--- src/rtl/bbt_pkg.sv ---
// Shared types and constants of the buffer bounds table.
`default_nettype none

package bbt_pkg;

  localparam int unsigned AddrW = 48;
  localparam int unsigned SizeW = 32;
  localparam int unsigned EndW  = AddrW + 1;
  localparam int unsigned DefaultMaxEntries = 64;

  typedef enum logic [1:0] {
    OP_INSERT = 2'd0,
    OP_QUERY  = 2'd1,
    OP_CLEAR  = 2'd2,
    OP_RESIZE = 2'd3
  } func_e;

  typedef enum logic [1:0] {
    ST_OK       = 2'd0,
    ST_NO_MATCH = 2'd1,
    ST_FULL     = 2'd2
  } status_e;

  // One stored region, size in the upper bits and base in the lower bits.
  typedef struct packed {
    logic [SizeW-1:0] size;
    logic [AddrW-1:0] base;
  } region_t;

  // Outcome of one range check.
  typedef struct packed {
    logic            hit;
    logic [EndW-1:0] end_addr;
  } range_res_t;

endpackage

`default_nettype wire

--- src/rtl/bbt_range_unit.sv ---
// Shared range checker: forms the inclusive end of a region and tests a probe.
`default_nettype none

module bbt_range_unit (
  input  wire logic [bbt_pkg::AddrW-1:0] base_i,
  input  wire logic [bbt_pkg::SizeW-1:0] size_i,
  input  wire logic [bbt_pkg::AddrW-1:0] probe_i,
  output bbt_pkg::range_res_t            res_o
);

  logic [bbt_pkg::EndW-1:0] base_ext;
  logic [bbt_pkg::EndW-1:0] probe_ext;
  logic [bbt_pkg::EndW-1:0] end_addr;

  // The end is formed one bit wider than an address so it never wraps.
  assign base_ext  = {1'b0, base_i};
  assign probe_ext = {1'b0, probe_i};
  assign end_addr  = base_ext + {{(bbt_pkg::EndW - bbt_pkg::SizeW){1'b0}}, size_i};

  assign res_o.end_addr = end_addr;
  assign res_o.hit      = (base_ext <= probe_ext) && (probe_ext <= end_addr);

endmodule

`default_nettype wire

--- config.mk ---
export PLATFORM = sky130hd
export DESIGN_NAME = bbt_range_unit
export DESIGN_NICKNAME = d
export VERILOG_FILES = /design/src/rtl/bbt_pkg.sv /design/src/rtl/bbt_range_unit.sv
export SDC_FILE = /design/constraint.sdc
export NUM_CORES = 1
export LEC_CHECK = 0
export BUFFER_PORTS_ARGS = -buffer_cell sky130_fd_sc_hd__buf_4
export CORE_ASPECT_RATIO = 1.5
export CORE_UTILIZATION = 53
export DETAILED_ROUTE_END_ITERATION = 10
export GPL_ROUTABILITY_DRIVEN = 0
export PLACE_DENSITY_LB_ADDON = 0.25
export SYNTH_ARGS = -nofsm -noshare
export SYNTH_HDL_FRONTEND = slang
export SYNTH_SLANG_ARGS = --single-unit
export TNS_END_PERCENT = 5
--- constraint.sdc ---
create_clock -name vclk -period 4
set_clock_uncertainty 0.15 [all_clocks]
set_input_delay 0 -clock vclk [all_inputs]
set_output_delay 0 -clock vclk [all_outputs]
set_load 0.01 [all_outputs]
**Word-level counts from Yosys, hierarchy flattened**

Index checks and enable logic that the tools add are counted.
W data, S select, Z words.

- Register bits: 0
- Input port bits: 128
- Output and inout port bits: 50

- Add/sub/neg operators: 1
- Order comparisons: 2
- Reduce and logical (&&, ||, !) cells: 1

Operator list:

| kind | count |
|---|---|
| $add A48 B32 Y49 | 1 |
| $le A48 B49 Y1 | 1 |
| $le A48 B48 Y1 | 1 |
| $logic_and A1 B1 Y1 | 1 |

**Longest topological paths before layout**

- Depth after elaboration: 3
- Depth in mapped cells: 20
- Mapped depth without buffers: 20

**Worst setup path after synthesis**

Ideal clock, no wire load.

- Path type: input-to-output
- Start point: input base_i[0] (netlist name)
- End point: output res_o[49] (netlist name)
- Arrival: 3.669 ns
- Required time: 3.850 ns
- Path slack: 0.181 ns
- Stages on the path: 19
- Path through: ha_1 > inv_1 > fa_1 > nand2b_1 > a21o_1 > a31oi_2 > a211oi_2 > o41a_4 > o21ai_0 > xor2_1 > inv_1 > ha_1 > nand4_1 > or2_2 > nor3_1 > a21oi_1 > o21ai_0 > a21oi_1 > o32a_1

RTL lines:

| element | RTL line | source |
|---|---|---|
| start, declared | bbt_range_unit.sv:5 | `input wire logic [bbt_pkg::AddrW-1:0] base_i,` |
| end, declared | bbt_range_unit.sv:8 | `output bbt_pkg::range_res_t res_o` |

==> run_results.csv <==
group,metric,value,unit
status,outcome,"complete, but fails checks",
status,violations,"negative setup slack",
sta,setup_viol,1,
critical_path,critPathMaxFanout,4,
die,num_io_pins,178,
critical_path,path_class,"input port to output pin",
logic_synthesis,yosys.area_share.adder,35.1,%
flow_run,drv_cap,0,
power,netSwitchingPower,0.000623,W
layout,drive_gt1_share,32.0,%
critical_path,critPathSlowestCell,"o41a_4",
routing,post_drt_wl_per_cell,17.2,um
hold_path,hp-class,"input port to output pin",
layout,seq_cells,0,
die,die_height,116,um
global_routing,grt_pass1_wl,25000,um
sta,period_needed,4210,ps
power,internal_power,0.000591,W
sta,hold_violations,0,
routing,drtAntennaViolNets,0,
routing,wl_met1,5680,um
power,pwr-share-seq,0,%
logic_synthesis,seq_area_frac_synth,0,%
critical_path,crit_path_max_incr_delay,460,ps
routing,drt-initial-drc-count,300,
logic_synthesis,syn-num-nets,894,
routing,top_layer_used,"met4",
routing,drt_pass1_iterations,5,
logic_synthesis,yosys.area.top_type_share,34.6,%
critical_path,endpoint_kind,"output pin",
logic_synthesis,yosys.area.top_type,"ha_1",
global_routing,grt_use_total,34.0,%
routing,drc,0,
power,ir_drop,121,uV
logic_synthesis,synth_top_family_by_area,"adder cells",
global_routing,grt_pass1_vias,5968,
logic_synthesis,synth_cell_type_count,59,
sta,worstMarginPinSlew,589,ps
critical_path,worst-path-stages,23,
layout,n_clock_buffer,0,
critical_path,crit_family,"compound AO/OA/AOI/OAI gates",
logic_synthesis,avgSynthCellArea,7.26,um2
critical_path,critPathBufInv,4,
logic_synthesis,ys_warn_count,0,
power,p_total,0.00121,W
layout,stdcell_area,6730,um2
logic_synthesis,syn-cell-area,4620,um2
critical_path,critPathLaunch,"base_i[0]",
die,die_area,9110,um2
die,core,8410,um2
sta,fmax,237,MHz
power,p_leak,3.63,nW
layout,fin_nets,1132,
die,initial_utilization,55.0,%
sta,fin_crit_sh,105,%
critical_path,crit_arrival,4060,ps
global_routing,grt_start_max_net_pins,8,
sta,slew_headroom,59.7,%
power,swShare,51.3,%
logic_synthesis,synth_compound_area_share,25.7,%
routing,drt-vias-per-instance,6.03,
sta,slew_violations,0,
global_routing,antenna_found_initial,0,
logic_synthesis,yosys-mux-area-fraction,0,%
layout,area_delta_synth_final,45.4,%
logic_synthesis,synth_simple_gate_area_share,19.0,%
place,place.detailed.hpwl,14100,um
power,power.density,181,nW/um2
place,dpl-instance-area,6470,um2
sta,fin_ws,-211,ps
sta,finalSetupTns,-211,ps
critical_path,cp.required,3850,ps
sta,rsz0062_at_grt,"true",
routing,met2_length,9080,um
critical_path,start_kind,"input port",
logic_synthesis,yosys.area_share.xor_xnor,11.9,%
routing,drt_wl_total,16900,um
power,combPwrFrac,100.0,%
clocking,cts_hold_buf,0,
layout,seqCellArea,0,um2
logic_synthesis,netlist_instances,637,
routing,vias,5910,
logic_synthesis,ys_top_cells_by_area,"ha_1 35%, xnor2_1 7.4%, inv_1 7.3%, a21oi_1 6.2%, xor2_1 4.2%",
critical_path,endpoint,"res_o[49]",
critical_path,path_cells,"buf_8, ha_4, inv_2, fa_2, nand2b_4, a21o_1, a31oi_4, a211oi_4, o41a_4, o31ai_4, buf_6, nand4_1, xor2_1, ha_1, a21oi_1, nand2_1, a21oi_1, o21ai_1, a221oi_2, nand2_1, a21oi_2, o32a_1, buf_6",
die,die_w,78.3,um
power,clkPwrFrac,0,%
layout,antenna_cells,0,
global_routing,grt_overflow,0,
place,portBuffers,178,
die,row_count,41,
routing,routed-wl-met3,844,um
==> cells in the final DEF, fill, tap and decap left out, types with 3 or more instances in the layout <==
master and count:
a2111oi_0 5, a211oi_1 7, a21o_1 20, a21oi_1 54, a21oi_2 5, and2_1 5, and3_1 9, and4_1 5
buf_4 240, buf_6 3, ha_1 127, inv_1 89, nand2_1 34, nand2b_1 5, nand3_1 11, nand4_1 26
nor2_1 37, nor2b_1 5, nor3_1 8, nor4_1 6, o2111ai_1 3, o211ai_1 5, o21a_1 9, o21ai_0 29
o21ai_1 5, o21bai_1 7, xnor2_1 37, xor2_1 22
==> cell usage after synthesis (all sizes together), types with 7 or more instances <==
| master | number |
|---|---|
| a211oi | 9 |
| a21o | 20 |
| a21oi | 59 |
| and3 | 11 |
| ha | 128 |
| inv | 90 |
| nand2 | 35 |
| nand3 | 12 |
| nand4 | 26 |
| nor2 | 38 |
| nor3 | 9 |
| nor4 | 7 |
| o21a | 9 |
| o21ai | 35 |
| o21bai | 7 |
| xnor2 | 39 |
| xor2 | 23 |
==> power by group through the flow <==
stage / logic, W / registers (W) / clock network (W)
finish: 0.00121 / 0 / 0
global route: 0.00132 / 0 / 0
CTS: 0.00116 / 0 / 0
detailed placement: 0.00113 / 0 / 0
global placement: 0.00108 / 0 / 0
floorplan: 0.000627 / 0 / 0
==> through the flow <==
step / utilization (%) / worst slack [ps] / hold slack, ps / std cells
3_3_place_gp: 76.9 / -238 / 167 / 969
4_1_cts: 78.5 / -247 / 156 / 977
6_report: 79.9 / -211 / 161 / 980
5_1_grt: 79.9 / -429 / 160 / 980
2_1_floorplan: - / 181 / -86.1 / 637
3_5_place_dp: 76.9 / -336 / 167 / 969
==> final cells by class <==
class	count	area [um2]
fill	605	1690
inverter	90	338
multi-input combinational	538	4380
tap	107	134
timing repair buffer	245	1870
==> cells by family (layout without fill, tap and decap cells) <==
family / after synthesis / after routing
xor+xnor: 62 / 62
simple gates: 169 / 169
fa+ha+maj: 129 / 129
compound gates: 178 / 178
buf+inv: 99 / 335
==> metal layers <==
metal	vias to the layer above	GRT usage (%)
met4	0	24.4
met5	-	0
met3	107	2.34
met2	286	69.6
met1	2716	30.8
li1	2801	-
==> worst min path at each step <==
stage | startpoint | to | cells past startpoint | slack (ps)
floorplan | base_i[46] | res_o[46] | 1 | -90
global placement | base_i[42] | res_o[42] | 3 | 170
detailed placement | base_i[43] | res_o[43] | 3 | 170
CTS | base_i[0] | res_o[0] | 3 | 160
global route | size_i[0] | res_o[0] | 3 | 160
finish | size_i[0] | res_o[0] | 3 | 160
==> timing repair <==
item                       CTS  global route
gates resized for setup     17            20
pin swaps                   24            21
buffers inserted             8             3
setup endpoints to repair    1             1
hold endpoints to repair     0             0
(Power assumes the default switching activity.)
